==> src/sv/atrc_pkg.sv <==
// Package for the AT response line classifier: line limit, counter width,
// class codes and the prefix tables used by the matcher.
// No dependencies.
package atrc_pkg;

    // Longest line kept before a forced cut
    localparam int LINE_LIMIT = 499;
    localparam int CNT_W      = $clog2(LINE_LIMIT + 1);
    localparam int LEN_W      = 9;

    localparam int NUM_PREFIX = 6;
    localparam int PFX_IDX_W  = 3;
    localparam int PFX_POS_W  = 4;

    // Line class codes
    localparam logic [2:0] CLASS_OTHER   = 3'd0;
    localparam logic [2:0] CLASS_DATA    = 3'd1;
    localparam logic [2:0] CLASS_SEND_OK = 3'd2;
    localparam logic [2:0] CLASS_ACK     = 3'd3;
    localparam logic [2:0] CLASS_PROMPT  = 3'd4;

    // Prefix slots, in priority order
    localparam logic [2:0] PFX_IPD       = 3'd0;
    localparam logic [2:0] PFX_SEND_OK   = 3'd1;
    localparam logic [2:0] PFX_OK        = 3'd2;
    localparam logic [2:0] PFX_READY     = 3'd3;
    localparam logic [2:0] PFX_NO_CHANGE = 3'd4;
    localparam logic [2:0] PFX_PROMPT    = 3'd5;

    // Line terminators
    localparam logic [7:0] CHAR_LF = 8'h0A;
    localparam logic [7:0] CHAR_CR = 8'h0D;

    typedef logic [NUM_PREFIX-1:0] alive_t;
    typedef logic [CNT_W-1:0]      count_t;

    // Number of characters in each prefix
    function automatic logic [PFX_POS_W-1:0] pfx_len(input logic [PFX_IDX_W-1:0] k);
        logic [PFX_POS_W-1:0] len;
        case (k)
            PFX_IPD:       len = 4'd4;
            PFX_SEND_OK:   len = 4'd7;
            PFX_OK:        len = 4'd2;
            PFX_READY:     len = 4'd5;
            PFX_NO_CHANGE: len = 4'd9;
            PFX_PROMPT:    len = 4'd1;
            default:       len = 4'd0;
        endcase
        return len;
    endfunction

    // Class reported when a prefix wins
    function automatic logic [2:0] pfx_class(input logic [PFX_IDX_W-1:0] k);
        logic [2:0] cls;
        case (k)
            PFX_IPD:       cls = CLASS_DATA;
            PFX_SEND_OK:   cls = CLASS_SEND_OK;
            PFX_OK:        cls = CLASS_ACK;
            PFX_READY:     cls = CLASS_ACK;
            PFX_NO_CHANGE: cls = CLASS_ACK;
            PFX_PROMPT:    cls = CLASS_PROMPT;
            default:       cls = CLASS_OTHER;
        endcase
        return cls;
    endfunction

    // Expected character of prefix k at position pos (only read below pfx_len)
    function automatic logic [7:0] pfx_char(input logic [PFX_IDX_W-1:0] k,
                                            input logic [PFX_POS_W-1:0] pos);
        logic [7:0] ch;
        ch = 8'h00;
        case (k)
            PFX_IPD:
                case (pos)
                    4'd0:    ch = "+";
                    4'd1:    ch = "I";
                    4'd2:    ch = "P";
                    4'd3:    ch = "D";
                    default: ch = 8'h00;
                endcase
            PFX_SEND_OK:
                case (pos)
                    4'd0:    ch = "S";
                    4'd1:    ch = "E";
                    4'd2:    ch = "N";
                    4'd3:    ch = "D";
                    4'd4:    ch = " ";
                    4'd5:    ch = "O";
                    4'd6:    ch = "K";
                    default: ch = 8'h00;
                endcase
            PFX_OK:
                case (pos)
                    4'd0:    ch = "O";
                    4'd1:    ch = "K";
                    default: ch = 8'h00;
                endcase
            PFX_READY:
                case (pos)
                    4'd0:    ch = "r";
                    4'd1:    ch = "e";
                    4'd2:    ch = "a";
                    4'd3:    ch = "d";
                    4'd4:    ch = "y";
                    default: ch = 8'h00;
                endcase
            PFX_NO_CHANGE:
                case (pos)
                    4'd0:    ch = "n";
                    4'd1:    ch = "o";
                    4'd2:    ch = " ";
                    4'd3:    ch = "c";
                    4'd4:    ch = "h";
                    4'd5:    ch = "a";
                    4'd6:    ch = "n";
                    4'd7:    ch = "g";
                    4'd8:    ch = "e";
                    default: ch = 8'h00;
                endcase
            PFX_PROMPT:
                case (pos)
                    4'd0:    ch = ">";
                    default: ch = 8'h00;
                endcase
            default: ch = 8'h00;
        endcase
        return ch;
    endfunction

endpackage

==> src/sv/atrc_prefix_match.sv <==
// Prefix matcher: clears alive bits on a mismatching character and picks
// the class of the line from the alive bits and the character count.
// Depends on atrc_pkg.
module atrc_prefix_match (
    input  atrc_pkg::alive_t    alive,      // alive bits before this byte
    input  atrc_pkg::count_t    count,      // characters already in the line
    input  logic [7:0]          rx_byte,
    output atrc_pkg::alive_t    alive_next, // alive bits after taking rx_byte
    output logic [2:0]          line_class  // class of the line as it stands
);
    import atrc_pkg::*;

    // Drop every prefix whose character at this position differs
    always_comb
    begin
        alive_next = alive;
        for (int k = 0; k < NUM_PREFIX; k++)
        begin
            if ((count < CNT_W'(pfx_len(PFX_IDX_W'(k)))) &&
                (rx_byte != pfx_char(PFX_IDX_W'(k), count[PFX_POS_W-1:0])))
            begin
                alive_next[k] = 1'b0;
            end
        end
    end

    // Pick the first complete prefix in priority order
    always_comb
    begin
        line_class = CLASS_OTHER;
        for (int k = NUM_PREFIX - 1; k >= 0; k--)
        begin
            if (alive[k] && (count >= CNT_W'(pfx_len(PFX_IDX_W'(k)))))
            begin
                line_class = pfx_class(PFX_IDX_W'(k));
            end
        end
    end

endmodule

==> src/sv/at_response_line_classifier.sv <==
// Top level of the AT response line classifier: line state, stream ports
// and the result register.
// Depends on atrc_pkg and atrc_prefix_match.
//
//  Channel  | Dir | tdata (low bit up)                       | tuser
//  ---------+-----+------------------------------------------+-----------
//  s_axis   | in  | rx_byte[7:0]                             | -
//  m_axis   | out | line_class[2:0], line_length[11:3], 0    | line_cut
//
// One word is taken per cycle; a finished line shows up on m_axis the
// cycle after its terminating word. The line counter and the alive bits
// update at the input handshake; the result register sits in front of
// m_axis. s_axis stalls only while a result is held and m_axis_tready is
// low. Reset clears the counter, sets all alive bits and empties the
// result register.
module at_response_line_classifier (
    input  logic        clk,
    input  logic        rst_n,

    input  logic        s_axis_tvalid,
    output logic        s_axis_tready,
    input  logic [7:0]  s_axis_tdata,   // [7:0] rx_byte

    output logic        m_axis_tvalid,
    input  logic        m_axis_tready,
    output logic [15:0] m_axis_tdata,   // [2:0] line_class, [11:3] line_length
    output logic        m_axis_tuser    // [0] line_cut
);
    import atrc_pkg::*;

    count_t     count_reg;
    count_t     count_next;
    alive_t     alive_reg;
    alive_t     alive_next;
    alive_t     alive_match;
    logic [2:0] class_now;

    logic       out_valid_reg;
    logic       out_valid_next;
    logic [2:0] out_class_reg;
    logic [LEN_W-1:0] out_length_reg;
    logic       out_cut_reg;

    logic       in_accept;
    logic       is_term;
    logic       take_char;
    logic       emit_line;

    // Match the byte against the prefixes
    atrc_prefix_match u_match (
        .alive      (alive_reg),
        .count      (count_reg),
        .rx_byte    (s_axis_tdata),
        .alive_next (alive_match),
        .line_class (class_now)
    );

    // Classify the incoming word
    assign s_axis_tready = !out_valid_reg || m_axis_tready;
    assign in_accept     = s_axis_tvalid && s_axis_tready;
    assign is_term       = (s_axis_tdata == CHAR_LF) || (s_axis_tdata == CHAR_CR);
    assign take_char     = !is_term && (count_reg < CNT_W'(LINE_LIMIT));
    assign emit_line     = !take_char && (count_reg != '0);

    // Advance the line state
    always_comb
    begin
        count_next = count_reg;
        alive_next = alive_reg;
        if (in_accept)
        begin
            if (take_char)
            begin
                count_next = count_reg + 1'b1;
                alive_next = alive_match;
            end
            else
            begin
                count_next = '0;
                alive_next = '1;
            end
        end
    end

    always_ff @(posedge clk or negedge rst_n)
    begin
        if (!rst_n)
        begin
            count_reg <= '0;
            alive_reg <= '1;
        end
        else
        begin
            count_reg <= count_next;
            alive_reg <= alive_next;
        end
    end

    // Hold a result until m_axis takes it
    always_comb
    begin
        out_valid_next = out_valid_reg;
        if (in_accept && emit_line)
        begin
            out_valid_next = 1'b1;
        end
        else if (m_axis_tready)
        begin
            out_valid_next = 1'b0;
        end
    end

    always_ff @(posedge clk or negedge rst_n)
    begin
        if (!rst_n)
        begin
            out_valid_reg <= 1'b0;
        end
        else
        begin
            out_valid_reg <= out_valid_next;
        end
    end

    // Load the result payload
    always_ff @(posedge clk)
    begin
        if (in_accept && emit_line)
        begin
            out_class_reg  <= class_now;
            out_length_reg <= LEN_W'(count_reg);
            out_cut_reg    <= !is_term;
        end
    end

    // Drive the result port
    assign m_axis_tvalid = out_valid_reg;
    assign m_axis_tdata  = {4'b0000, out_length_reg, out_class_reg};
    assign m_axis_tuser  = out_cut_reg;

endmodule

==> config.mk <==
export PLATFORM = sky130hd
export DESIGN_NAME = at_response_line_classifier
export DESIGN_NICKNAME = d
export VERILOG_FILES = /design/src/sv/atrc_pkg.sv /design/src/sv/atrc_prefix_match.sv /design/src/sv/at_response_line_classifier.sv
export SDC_FILE = /design/constraint.sdc
export NUM_CORES = 1
export LEC_CHECK = 0
export BUFFER_PORTS_ARGS = -buffer_cell sky130_fd_sc_hd__buf_2
export CORE_ASPECT_RATIO = 1.1
export CORE_MARGIN = 1.5
export CORE_UTILIZATION = 45
export DETAILED_ROUTE_END_ITERATION = 12
export PLACE_DENSITY = 0.67
export RECOVER_POWER = 100
export SLEW_MARGIN = 15
export SYNTH_ARGS = -nofsm -noshare
export SYNTH_HDL_FRONTEND = slang
export SYNTH_SLANG_ARGS = --single-unit
==> constraint.sdc <==
create_clock -name clk -period 4.01 [get_ports clk]
set_input_delay 0.401 -clock clk [delete_from_list [all_inputs] [get_ports clk]]
set_output_delay 0.401 -clock clk [all_outputs]
set_load 0.02 [all_outputs]
* Word level (Yosys, flattened, before mapping)
Memory sizes are Yosys's and may differ from the RTL's.
Index checks and enable logic that the tools add are counted.
** Operators by class
- Mux-type cells :: 20
- Reduce and logical (&&, ||, !) cells :: 31
- Order comparisons :: 13
- Add/subtract/negate cells :: 1
- Equal/unequal tests :: 20
** Operators by type and width (count)
- 7-bit one-hot mux with 7 select lines :: 1
- 7-bit one-hot mux with 5 select lines :: 1
- 8-bit by 7-bit inequality test with 1-bit output :: 4
- 7-bit one-hot mux with 4 select lines :: 1
- 9-bit by 3-bit greater-or-equal comparator with 1-bit output, second input constant :: 3
- 9-bit by 3-bit < comparator with 1-bit output, second input constant :: 3
- 8-bit by 4-bit equality test with 1-bit output, second input constant :: 2
- 1-bit logical AND :: 16
- 7-bit one-hot mux with 2 select lines :: 1
- 4-bit by 3-bit equality test with 1-bit output, second input constant :: 3
- 6-bit 2-to-1 mux :: 2
- 2-bit by 1-bit inequality test with 1-bit output, second input constant :: 6
- 2-bit AND reduction :: 6
- 9-bit by 1-bit adder with 9-bit output, second input constant :: 1
- 9-bit by 1-bit greater-or-equal comparator with 1-bit output, second input constant :: 1
- 9-bit by 2-bit greater-or-equal comparator with 1-bit output, second input constant :: 1
- 9-bit by 4-bit greater-or-equal comparator with 1-bit output, second input constant :: 1
- 9-bit by 1-bit < comparator with 1-bit output, second input constant :: 1
- 9-bit by 2-bit < comparator with 1-bit output, second input constant :: 1
- 9-bit by 4-bit < comparator with 1-bit output, second input constant :: 1
- 9-bit < comparator, second input constant :: 1
- 9-bit 2-to-1 mux :: 1
- 9-bit nonzero test :: 1
- 4-bit by 2-bit equality test with 1-bit output, second input constant :: 2
- 11 further kinds :: 24
** Storage, ports and cells
- Memories :: 1
- Register bits after elaboration :: 29
- Bits of input ports :: 12
- Word-level logic and storage cells :: 98
- Bits in read-only memories :: 96
** Memories
- (no name shown) :: words 16, width 6, read ports 1, clocked after Yosys merged registers in 0, write ports 0, line atrc_pkg.sv:108 : case (pos)

* Depth between registers and ports, before layout
Gate-level depths: netlist (run 1).
- Word-level depth :: 8
- Mapped depth :: 9
- Depth with buffers taken out :: 7

* Hierarchy
Synthesis (run 1) repeated with hierarchy kept, for this count alone.
** Second synthesis, totals
- Cell total of the unflattened synthesis :: 268
- Area, all modules :: 2392.3 um^2
** By module, submodules not included
- at_response_line_classifier :: area each 1282.5 um^2, instances 1, cells each 95
- atrc_prefix_match :: area each 1109.8 um^2, instances 1, cells each 173

* Worst setup path after synthesis (run 1)
Ideal clock, no wire load.
- Path kind :: flip-flop to flip-flop
- Start :: register count_reg[2]
- End :: register out_cut_reg, in the netlist m_axis_tuser (enable)
- Path slack :: 1757 ps
- Data required time :: 3661 ps
- Stages on the path, launching flop included :: 9
- Data arrival time :: 1904 ps
- Buffers on the path :: 1
- Cells stage by stage :: dfrtp_1 -> clkbuf_1 -> inv_2 -> ha_1 -> a211o_1 -> nand3_1 -> a21oi_1 -> nand2_1 -> inv_1
** On the way
- Word-level cells in the longest chain between the ends :: 5
** RTL lines
- from (decl) :: line at_response_line_classifier.sv:31 : count_t count_reg;
- from (signal assigned) :: line at_response_line_classifier.sv:94 : count_reg <= count_next;
- 9-bit < comparator :: line at_response_line_classifier.sv:62 : assign take_char = !is_term && (count_reg < CNT_W'(LINE_LIMIT));
- 1-bit logical AND :: line at_response_line_classifier.sv:62
- 1-bit logical NOT :: line at_response_line_classifier.sv:63 : assign emit_line = !take_char && (count_reg != '0);
- 1-bit logical AND * :: line at_response_line_classifier.sv:63
- 1-bit logical AND * :: line at_response_line_classifier.sv:128 : if (in_accept && emit_line)
- to (signal assigned) :: line at_response_line_classifier.sv:132 : out_cut_reg <= !is_term;
- to (decl) :: line at_response_line_classifier.sv:42 : logic out_cut_reg;
Every way passes the cells marked *; elsewhere a longest branch is shown, timed or not.
A chain may end at the register's enable or synchronous reset.

* Worst setup path in the final report (run 1)
- Start :: register count_reg[2]
- End :: register out_length_reg[7] (enable)
** On the way
- Word-level cells in the longest chain between the ends :: 5
** RTL lines
- 9-bit < comparator :: line at_response_line_classifier.sv:62
- 1-bit logical AND :: line at_response_line_classifier.sv:62
- 1-bit logical NOT :: line at_response_line_classifier.sv:63
- 1-bit logical AND * :: line at_response_line_classifier.sv:63
- 1-bit logical AND * :: line at_response_line_classifier.sv:128
- to (signal assigned) :: line at_response_line_classifier.sv:131 : out_length_reg <= LEN_W'(count_reg);
- to (decl) :: line at_response_line_classifier.sv:41 : logic [LEN_W-1:0] out_length_reg;
Marks and branches as above.

==> flow_summary.toml, run 1 <==
[pwr]
combinationalPowerShare = 0.449
fin_total_pwr_mw = 1.24
peakVddDrop_uv = 223
static-leakage-power_nw = 0.890
switching_share = 0.425
net-switching-power_mw = 0.528
power_density_nw_per_um2 = 530
p_seq_frac = 0.371
p_int_mw = 0.714
share_clk_of_total_power = 0.181

[clock_network]
clock_tree.buffer_depth = 2
cts_post_setup_buffers_inserted = 0
cts.repair.resized = 0
postCtsHoldBufs = 0
tritoncts_num_sinks = 29
worst_skew_pair.late_latency_ps = 280
cts.htree.levels = 2
cts.root.buffer_cell = "sky130_fd_sc_hd__clkbuf_8"
cts_inserted_buffers = 5
cts_tree = "built"
clk_pin_slew_ps = 60

[floorplanning]
placementRows = 26
design.core.area_um2 = 4650
initial_core_util = 0.470
dieHeight_um = 76.1
design.portCount = 31
fp.dieW_um = 69.5
floorplan.die_area_um2 = 5290

[global_routing]
grt_overflow_total = 0
global_route.usage.total = 0.218
grt_first_pass_wirelength_mm = 9.17
number_of_antenna_violations_at_the_first_check_in_global_routing = 0
largest_net_degree_at_the_start_of_global_routing = 28
first_global_vias = 1812

[yosys]
dominantRegCellSynth = "sky130_fd_sc_hd__edfxtp_1"
post_synth.cell_area_avg_um2 = 8.51
synth.ff_latch_count = 29
synthesis.yosys.warnings = 0
yosysSeqAreaShare = 0.365
synth.lib_cells_used.distinct = 58
synth.cell_area_um2 = 2190
syn_inst = 257
synthArstFlopShare = 0.552
synth-edff-count = 13

[sta]
fin_skew_ps = 2.83
hold_viol_final = 0
slew-limit-headroom = 0.188
fin_crit_ps = 2920
rsz_0062_raised_after_global_routing = "no"
fin_setup_tns_ps = 0
max_clock_freq_ghz = 0.342
slew_violations = 0
timing.final.crit_share = 0.729
max_slew.worst_pin.slew_ps = 1220
timing.final.setup_violations = 0

[route]
detailroute.via_count = 1913
route.detailed.vias_per_inst = 5.83
drt_wl_total_mm = 5.49
drtIter0Drc = 118
routed_wire_length_per_instance_um = 16.7
detail_route.first_pass.iterations = 4
drc_errors = 0
drt.antenna.violating_nets = 0

[min_path]
min_path_type = "in2async"

[critical_path]
crit_fanout = 27
r2r_end = "out_length_reg[7]$_DFFE_PP_"
ff2ff_setup_slack_ps = 1090
worst_r2r_path_depth = 7
timing.critical_path.arrival_ps = 2840
r2r_start = "count_reg[2]$_DFFE_PN0P_"
cp_data_required_time_ps = 3930
setup.worst_path.class = "reg2reg"
worstSetupEndpointType = "flop"
worst_setup_path_start_kind = "flop"

[final_layout]
final.fill_count = 465
finish.instance_area_um2 = 2340
share_of_final_layout_standard_cells_stronger_than_drive_strength_1 = 0.0956
fin_nets = 291
diodes = 0
synthToLayoutAreaGrowth_pct = 6.98

[place]
portBuffers = 26
dpl-instance-area_um2 = 2300
hpwlAfterDp_mm = 3.93
gp_congestion = 0.873

[outcome]
result_of_the_run = "completed"

[flow_run]
max_cap_viol = 0
## power groups by stage
stage	sequential, mW	combinational, mW	clock (mW)
final	0.460	0.557	0.224
after global routing	0.470	0.623	0.245
after CTS	0.462	0.563	0.229
after detailed placement	0.467	0.559	0
after global placement	0.464	0.559	0
after floorplan	0.407	0.497	0
## cells in the mapped netlist, drive strengths merged, types with 3 or more instances
| cell type | instances | share of area |
|---|---|---|
| nor2b | 6 | 0.017 |
| nand2b | 3 | 0.0086 |
| nor2 | 25 | 0.043 |
| a22o | 4 | 0.016 |
| clkbuf | 14 | 0.024 |
| nand3 | 12 | 0.027 |
| a31oi | 6 | 0.017 |
| nor3 | 9 | 0.028 |
| dfstp | 6 | 0.072 |
| nand2 | 24 | 0.041 |
| inv | 12 | 0.021 |
| a211oi | 4 | 0.014 |
| o31ai | 3 | 0.010 |
| a21oi | 14 | 0.032 |
| xnor2 | 12 | 0.048 |
| buf | 9 | 0.025 |
| nand4 | 5 | 0.014 |
| dfrtp | 10 | 0.11 |
| nor3b | 3 | 0.013 |
| or4 | 3 | 0.012 |
| ha | 8 | 0.046 |
| xor2 | 4 | 0.016 |
| edfxtp | 13 | 0.18 |
| o21ai | 12 | 0.027 |
## critical path, stage by stage, from the launching register on
cell and delay (ps):
sky130_fd_sc_hd__dfrtp_1 670, sky130_fd_sc_hd__inv_1 290, sky130_fd_sc_hd__ha_1 210, sky130_fd_sc_hd__a211o_1 130, sky130_fd_sc_hd__nand3_1 150, sky130_fd_sc_hd__a21oi_1 530, sky130_fd_sc_hd__nand2_1 150, sky130_fd_sc_hd__inv_1 430
## through the flow
| stage | instances | hold slack [ps] | utilization | setup slack [ps] |
|---|---|---|---|---|
| detailed placement | 320 | 352 | 0.494 | 1200 |
| global route | 328 | 325 | 0.503 | 766 |
| CTS | 328 | 51.3 | 0.512 | 1180 |
| floorplan | 260 | 105 | - | 1760 |
| finish | 328 | 255 | 0.503 | 1090 |
| global placement | 320 | 347 | 0.494 | 1340 |
## layout by cell type (no fill, tap or decap), types with 5 or more instances in the layout
cell and count:
sky130_fd_sc_hd__nor2_1 25, sky130_fd_sc_hd__nand2_1 24, sky130_fd_sc_hd__clkbuf_1 19, sky130_fd_sc_hd__a21oi_1 14, sky130_fd_sc_hd__edfxtp_1 13, sky130_fd_sc_hd__nand3_1 12
sky130_fd_sc_hd__xnor2_1 12, sky130_fd_sc_hd__inv_1 11, sky130_fd_sc_hd__o21ai_0 11, sky130_fd_sc_hd__dfrtp_1 10, sky130_fd_sc_hd__buf_2 9, sky130_fd_sc_hd__nor3_1 8
sky130_fd_sc_hd__ha_1 8, sky130_fd_sc_hd__nor2b_1 6, sky130_fd_sc_hd__a31oi_1 6, sky130_fd_sc_hd__dfstp_2 6, sky130_fd_sc_hd__nand4_1 5, sky130_fd_sc_hd__clkbuf_8 5
## per-layer routing
| metal | share of wire | track usage | routed length (um) |
|---|---|---|---|
| met1 | 0.45 | 0.286 | 2490 |
| met2 | 0.48 | 0.345 | 2620 |
| met3 | 0.034 | 0.0344 | 187 |
| met4 | 0.035 | 0.112 | 193 |
| met5 | 0 | 0 | 0 |
## cells by family after synthesis
logic type,count (synthesis),share of synthesized area
buffers and inverters,35,0.0698
AND/OR/NAND/NOR,102,0.244
other,1,0.00171
AO/OA/AOI/OAI,64,0.201
adder cells (fa/ha/maj),8,0.0457
multiplexers,2,0.00915
XOR/XNOR,16,0.0640
flip-flops,29,0.365
## how the worst max path moves through the flow
stage,from,endpoint,slack (ps),cells past startpoint
after floorplan,count_reg[2]$_DFFE_PN0P_,m_axis_tuser$_DFFE_PP_,1760,8
after global placement,count_reg[2]$_DFFE_PN0P_,out_length_reg[3]$_DFFE_PP_,1340,7
after detailed placement,count_reg[2]$_DFFE_PN0P_,out_length_reg[3]$_DFFE_PP_,1200,7
after CTS,count_reg[2]$_DFFE_PN0P_,out_length_reg[3]$_DFFE_PP_,1180,7
after global routing,count_reg[2]$_DFFE_PN0P_,out_length_reg[3]$_DFFE_PP_,770,7
final,count_reg[2]$_DFFE_PN0P_,out_length_reg[7]$_DFFE_PP_,1090,7
## cell type report
class | count | area [um^2] | share of cell area
multi-input combinational | 196 | 1230 | 0.526
clock buffer | 7 | 76.3 | 0.0326
inverter | 12 | 45.0 | 0.0192
timing repair buffer | 27 | 116 | 0.0497
sequential | 29 | 798 | 0.341
clock inverter | 1 | 3.75 | 0.00160
tap | 56 | 70.1 | 0.0299
Note: power is estimated with default switching activity, not from simulation.
==> run 2: changes to the inputs <==
Clock period 4.01 ns to 2.85 ns, I/O delays scaled along.
==> run 2 against run 1 <==
Effect of this change:
- clock power is 42% higher
- register-to-register slack lost 730 ps
- final cell count up 1.2%
- worst setup slack lost 730 ps
- power up 43%
- flip-flop and latch count unchanged
- via count grew 2.7%
- sequential share of layout area fell by 0.49 points
==> flow_summary.toml, run 2 (synthesis results as in run 1) <==
[sta]
max_clock_freq_ghz = 0.401
timing.final.crit_share = 0.874
fin_crit_ps = 2490
fin_setup_tns_ps = 0
rsz_0062_raised_after_global_routing = "no"
max_slew.worst_pin.slew_ps = 949
timing.final.setup_violations = 0
hold_viol_final = 0
slew_violations = 0
fin_skew_ps = 5.70
slew-limit-headroom = 0.367

[final_layout]
final.fill_count = 468
multi_input_comb_area_um2 = 1240
synthToLayoutAreaGrowth_pct = 8.52
share_of_final_layout_standard_cells_stronger_than_drive_strength_1 = 0.109
seqCellArea_um2 = 798
diodes = 0
most_frequent_cells_in_the_layout = "sky130_fd_sc_hd__nor2_1, sky130_fd_sc_hd__nand2_1, sky130_fd_sc_hd__clkbuf_1"
fin_nets = 295
final_core_util = 0.510
layout_commonest_cell = "sky130_fd_sc_hd__nor2_1"
stdcell_count = 332

[floorplanning]
placementRows = 26
floorplan.die_area_um2 = 5290
design.portCount = 31
initial_core_util = 0.470
design.core.area_um2 = 4650
fp.dieW_um = 69.5
dieHeight_um = 76.1

[critical_path]
worst_setup_path_start_kind = "flop"
setup.worst_path.class = "reg2reg"
timing.critical_path.slowest_cell_delay_ps = 550
worst_r2r_path_depth = 7
crit_fanout = 11
r2r_end = "alive_reg[3]$_DFFE_PN1P_"
timing.critical_path.arrival_ps = 2700
critical_path.cell_chain = "inv_1, ha_1, nor2b_1, or4_1, a2111oi_0, a31oi_1, o21ai_0"
ff2ff_setup_slack_ps = 360
critical_path.slowest_cell = "sky130_fd_sc_hd__dfrtp_1"
worstSetupEndpointType = "flop"
r2r_start = "count_reg[0]$_DFFE_PN0P_"
critPathLaunch = "count_reg[0]$_DFFE_PN0P_"
cp_data_required_time_ps = 3060
cp-endpoint = "alive_reg[3]$_DFFE_PN1P_"

[clock_network]
cts.repair.resized = 0
worst_skew_pair.late_latency_ps = 280
cts.htree.levels = 2
tritoncts_num_sinks = 29
clock_tree.buffer_depth = 2
cts.root.buffer_cell = "sky130_fd_sc_hd__clkbuf_8"
clk_pin_slew_ps = 60
cts_post_setup_buffers_inserted = 0
cts_tree = "built"
cts_inserted_buffers = 5

[route]
routed_wire_length_per_instance_um = 16.2
route.detailed.vias_per_inst = 5.92
detailroute.via_count = 1964
drt.antenna.violating_nets = 0
drtIter0Drc = 147
top_routing_layer_used = "met4"
detail_route.first_pass.iterations = 4
wire_length_on_met1_mm = 2.32
drc_errors = 0
wl_met2_mm = 2.62
drt_wl_total_mm = 5.38
met3WireLength_um = 313

[place]
portBuffers = 26
numPlacedInstances = 323
hpwlAfterDp_mm = 3.86
gp_congestion = 0.941

[global_routing]
global_route.usage.total = 0.215
number_of_antenna_violations_at_the_first_check_in_global_routing = 0
first_global_vias = 1798
largest_net_degree_at_the_start_of_global_routing = 27
grt_overflow_total = 0
grt_first_pass_wirelength_mm = 9.11

[outcome]
result_of_the_run = "completed"

[pwr]
peakVddDrop_uv = 317
power_density_nw_per_um2 = 746
static-leakage-power_nw = 0.906

[min_path]
min_path_type = "in2reg"

[flow_run]
max_cap_viol = 0
==> run 2: worst max-delay path, delay by kind of cell, from the launching register on <==
| kind | cells | cell delay [ps] |
|---|---|---|
| adder cells (fa/ha/maj) | 1 | 340 |
| AND/OR/NAND/NOR | 2 | 650 |
| flip-flops | 1 | 550 |
| AO/OA/AOI/OAI | 3 | 710 |
| buffers and inverters | 1 | 160 |
==> run 2: worst min-delay path by stage <==
stage | slack [ps] | start | cells past startpoint | end
after global routing | 340 | s_axis_tdata[7] | 4 | alive_reg[4]$_DFFE_PN1P_
final | 320 | s_axis_tdata[7] | 4 | alive_reg[4]$_DFFE_PN1P_
after floorplan | -10 | rst_n | 0 | count_reg[0]$_DFFE_PN0P_
after detailed placement | 230 | rst_n | 1 | count_reg[1]$_DFFE_PN0P_
after global placement | 230 | rst_n | 1 | count_reg[1]$_DFFE_PN0P_
after CTS | 300 | s_axis_tdata[7] | 4 | alive_reg[4]$_DFFE_PN1P_
==> run 2: repair_timing <==
action | in CTS | in global routing
setup endpoints to repair | 0 | 0
endpoints found under the hold margin | 10 | 0
hold buffers | 1 | 0
==> run 2: through the flow <==
| step | hold WS [ps] | power [mW] | worst slack [ps] | cell area [um^2] |
|---|---|---|---|---|
| global route | 343 | 1.91 | 117 | 2370 |
| CTS | 304 | 1.78 | 426 | 2410 |
| floorplan | -10.6 | 1.27 | 597 | 2200 |
| finish | 320 | 1.77 | 359 | 2370 |
| detailed placement | 226 | 1.46 | 449 | 2320 |
| global placement | 230 | 1.46 | 497 | 2320 |
==> run 2: final cells by class <==
| class | instances | share of cell area |
|---|---|---|
| Sequential cell | 29 | 0.336 |
| Inverter | 12 | 0.0190 |
| Multi-Input combinational cell | 196 | 0.521 |
| Clock buffer | 7 | 0.0321 |
| Timing Repair Buffer | 31 | 0.0611 |
| Tap cell | 56 | 0.0295 |
| Clock inverter | 1 | 0.00158 |
==> run 2: metal layers <==
layer,vias to the layer above,global-route usage
met3,12,0.0291
met4,0,0.110
li1,954,-
met2,78,0.342
met1,920,0.284
met5,-,0
==> run 2: power by group <==
group / internal [mW] / switching [mW]
Clock: 0.169 / 0.148
Sequential: 0.523 / 0.0882
Combinational: 0.331 / 0.512
==> run 3: changes to the inputs <==
Settings changed: ABC_AREA set to 1, CORE_UTILIZATION 45 to 30, PLACE_DENSITY 0.67 to 0.49.
==> run 3 against run 2 <==
Effect of this change:
- the flow now finishes with violations (DRC)
- synthesized cell count is 19% higher
- register-to-register slack better by 120 ps
- cell area is 3.2% higher
- clock skew fell by 2.2 ps
- first-iteration DRC count down 13%
- flip-flop and latch count stayed put
==> flow_summary.toml, run 3 <==
[critical_path]
crit_buf_inv = 2
critical_path.cell_chain = "inv_1, ha_1, nand2_1, a21oi_1, nand2_1, nand2_1, nand2_2, nor2_1, buf_4"
worst_path_dominant_cell_family = "flip-flops"
critical-path-top-cell-by-count = "sky130_fd_sc_hd__nand2_1"
r2r_start = "count_reg[2]$_DFFE_PN0P_"
timing.critical_path.arrival_ps = 2340
worst_r2r_path_depth = 9
r2r_end = "out_length_reg[1]$_DFFE_PP_"
critical_path.slowest_cell = "sky130_fd_sc_hd__dfrtp_1"
ff2ff_setup_slack_ps = 480
worstSetupEndpointType = "flop"
worst_setup_path_start_kind = "flop"
setup.worst_path.class = "reg2reg"
critPathLaunch = "count_reg[2]$_DFFE_PN0P_"
timing.critical_path.slowest_cell_delay_ps = 580
crit_fanout = 13
cp_data_required_time_ps = 2830

[clock_network]
cts_tree = "built"
cts.root.buffer_cell = "sky130_fd_sc_hd__clkbuf_8"
cts_inserted_buffers = 5
cts.htree.levels = 2
worst_skew_pair.late_latency_ps = 280
cts_post_setup_buffers_inserted = 0
tritoncts_num_sinks = 29
clk_pin_slew_ps = 60
clock_tree.buffer_depth = 2

[pwr]
fin_total_pwr_mw = 1.99
static-leakage-power_nw = 1.17
power_density_nw_per_um2 = 811
peakVddDrop_uv = 196

[floorplanning]
dieHeight_um = 93.3
floorplan.die_area_um2 = 7950
initial_core_util = 0.314
placementRows = 32
fp.dieW_um = 85.1
design.portCount = 31
design.core.area_um2 = 7090

[route]
detail_route.first_pass.iterations = 8
route.detailed.vias_per_inst = 4.84
detailroute.via_count = 2023
routed_wire_length_per_instance_um = 13.8
drtIter0Drc = 128
drt_wl_total_mm = 5.78
drc_errors = 2
drt.antenna.violating_nets = 0

[outcome]
result_of_the_run = "finished with violations"
failing_checks = "DRC"

[min_path]
min_delay_path_depth = 4
hold_end = "m_axis_tvalid$_DFFE_PN0P_"
min-delay-start = "m_axis_tready"
min_path_type = "in2reg"

[final_layout]
multi_input_comb_area_um2 = 1210
share_of_final_layout_standard_cells_stronger_than_drive_strength_1 = 0.117
most_frequent_cells_in_the_layout = "sky130_fd_sc_hd__nand2_1, sky130_fd_sc_hd__nand3_1, sky130_fd_sc_hd__nor2_1"
final.fill_count = 794
synthToLayoutAreaGrowth_pct = 10.1
diodes = 0
seqCellArea_um2 = 798
layout_commonest_cell = "sky130_fd_sc_hd__nand2_1"
fin_nets = 352

[global_routing]
number_of_antenna_violations_at_the_first_check_in_global_routing = 0
grt_first_pass_wirelength_mm = 9.54
first_global_vias = 1946
global_route.usage.total = 0.153
grt_overflow_total = 0
largest_net_degree_at_the_start_of_global_routing = 17

[sta]
max_clock_freq_ghz = 0.422
timing.final.crit_share = 0.831
slew_violations = 0
fin_skew_ps = 3.50
fin_crit_ps = 2370
rsz_0062_raised_after_global_routing = "no"
fin_setup_tns_ps = 0
hold_viol_final = 0
max_slew.worst_pin.slew_ps = 934
hold_ws_ps = 292
slew-limit-headroom = 0.378
timing.final.setup_violations = 0

[yosys]
post_synth.cell_area_avg_um2 = 7.30
yosysSeqAreaShare = 0.359
synth.top_cell.area_share = 0.175
synth-simple-area-share = 0.369
synth-xor-area-share = 0.0388
post-synth-top-count-cell = "sky130_fd_sc_hd__nand2_1"
post-synth-top-area-cell = "sky130_fd_sc_hd__edfxtp_1"
synth.lib_cells_used.distinct = 35
synthArstFlopShare = 0.552
synth.cell_area_um2 = 2230
synth_compound_gate_area_share = 0.0877
synth.area.mux_share = 0
post_synth_most_frequent_cells = "sky130_fd_sc_hd__nand2_1, sky130_fd_sc_hd__nand3_1, sky130_fd_sc_hd__nor2_1, sky130_fd_sc_hd__inv_1, sky130_fd_sc_hd__o21ai_0"
synth.ff_latch_count = 29
dominantRegCellSynth = "sky130_fd_sc_hd__edfxtp_1"
ys_top_cells_by_area = "sky130_fd_sc_hd__edfxtp_1, sky130_fd_sc_hd__nand2_1, sky130_fd_sc_hd__dfrtp_1"
dominant_combinational_cell_family_by_area_after_synthesis = "simple AND/OR/NAND/NOR gates"
syn_inst = 305
synth-adder-area-share = 0.0450
synth-edff-count = 13
synthesis.yosys.warnings = 0

[place]
portBuffers = 26
gp_congestion = 0.852
hpwlAfterDp_mm = 4.42

[flow_run]
max_cap_viol = 0
==> run 3: cell types whose count changed after synthesis, sizes merged, moves of 4 or more <==
cell / before / now
o21ai: 12 / 21
nand2: 24 / 96
a31oi: 6 / 0
xnor2: 12 / 0
clkbuf: 14 / 0
nor2: 25 / 33
nand3: 12 / 39
nor2b: 6 / 0
a22o: 4 / 0
inv: 12 / 31
a21oi: 14 / 6
xor2: 4 / 9
a211oi: 4 / 0
==> run 3: worst max path at each step <==
| stage | to | slack, ps | cells after the start |
|---|---|---|---|
| floorplan | m_axis_tuser$_DFFE_PP_ | 550 | 10 |
| global placement | out_length_reg[1]$_DFFE_PP_ | 570 | 9 |
| detailed placement | out_length_reg[1]$_DFFE_PP_ | 560 | 9 |
| CTS | out_length_reg[2]$_DFFE_PP_ | 550 | 9 |
| global route | out_length_reg[1]$_DFFE_PP_ | 270 | 9 |
| finish | out_length_reg[1]$_DFFE_PP_ | 480 | 9 |
==> run 3: metrics by stage <==
| stage | area [um^2] | util | cells | worst slack (ps) |
|---|---|---|---|---|
| 2_1_floorplan | 2240 | - | 308 | 550 |
| 3_3_place_gp | 2380 | 0.335 | 409 | 572 |
| 3_5_place_dp | 2380 | 0.335 | 409 | 557 |
| 4_1_cts | 2480 | 0.350 | 418 | 549 |
| 5_1_grt | 2450 | 0.346 | 418 | 268 |
| 6_report | 2450 | 0.346 | 418 | 482 |
==> run 3: layout make-up <==
class	instances	share of cell area
Tap cell	85	0.0434
Inverter	31	0.0475
Timing Repair Buffer	28	0.0521
Clock buffer	6	0.0337
Clock inverter	2	0.00357
Multi-Input combinational cell	237	0.494
Sequential cell	29	0.326
==> run 3: what timing repair did <==
item                                   4_1_cts  5_1_grt
resized for setup                            0        0
hold buffers                                 1        0
endpoints found under the hold margin       10        0
==> run 3: worst register-to-register path, cell delays in order (launching register included) <==
cell	delay [ps]
sky130_fd_sc_hd__dfrtp_1	580
sky130_fd_sc_hd__inv_1	330
sky130_fd_sc_hd__ha_1	230
sky130_fd_sc_hd__nand2_1	60
sky130_fd_sc_hd__a21oi_1	150
sky130_fd_sc_hd__nand2_1	70
sky130_fd_sc_hd__nand2_1	100
sky130_fd_sc_hd__nand2_2	180
sky130_fd_sc_hd__nor2_1	140
sky130_fd_sc_hd__buf_4	220
==> run 3: kinds of logic after synthesis <==
logic type      Yosys count
compound gates           33
xor+xnor                  9
fa+ha+maj                 8
buf+inv                  42
flops                    29
other cells               1
simple gates            183
==> run 3: per-layer routing <==
layer	routed length (um)	vias to the layer above	part of all wire	global-route usage
li1	-	1038	-	-
met1	2740	930	0.47	0.196
met2	2730	48	0.47	0.259
met3	227	7	0.039	0.0274
met4	85	0	0.015	0.0519
met5	0	-	0	0
==> run 3: where the power goes <==
part           switching, mW  internal, mW  leakage (nW)  total, mW
Combinational          0.608         0.308         0.819      0.916
Sequential             0.149         0.583         0.304      0.732
Clock                  0.149         0.191        0.0486      0.339
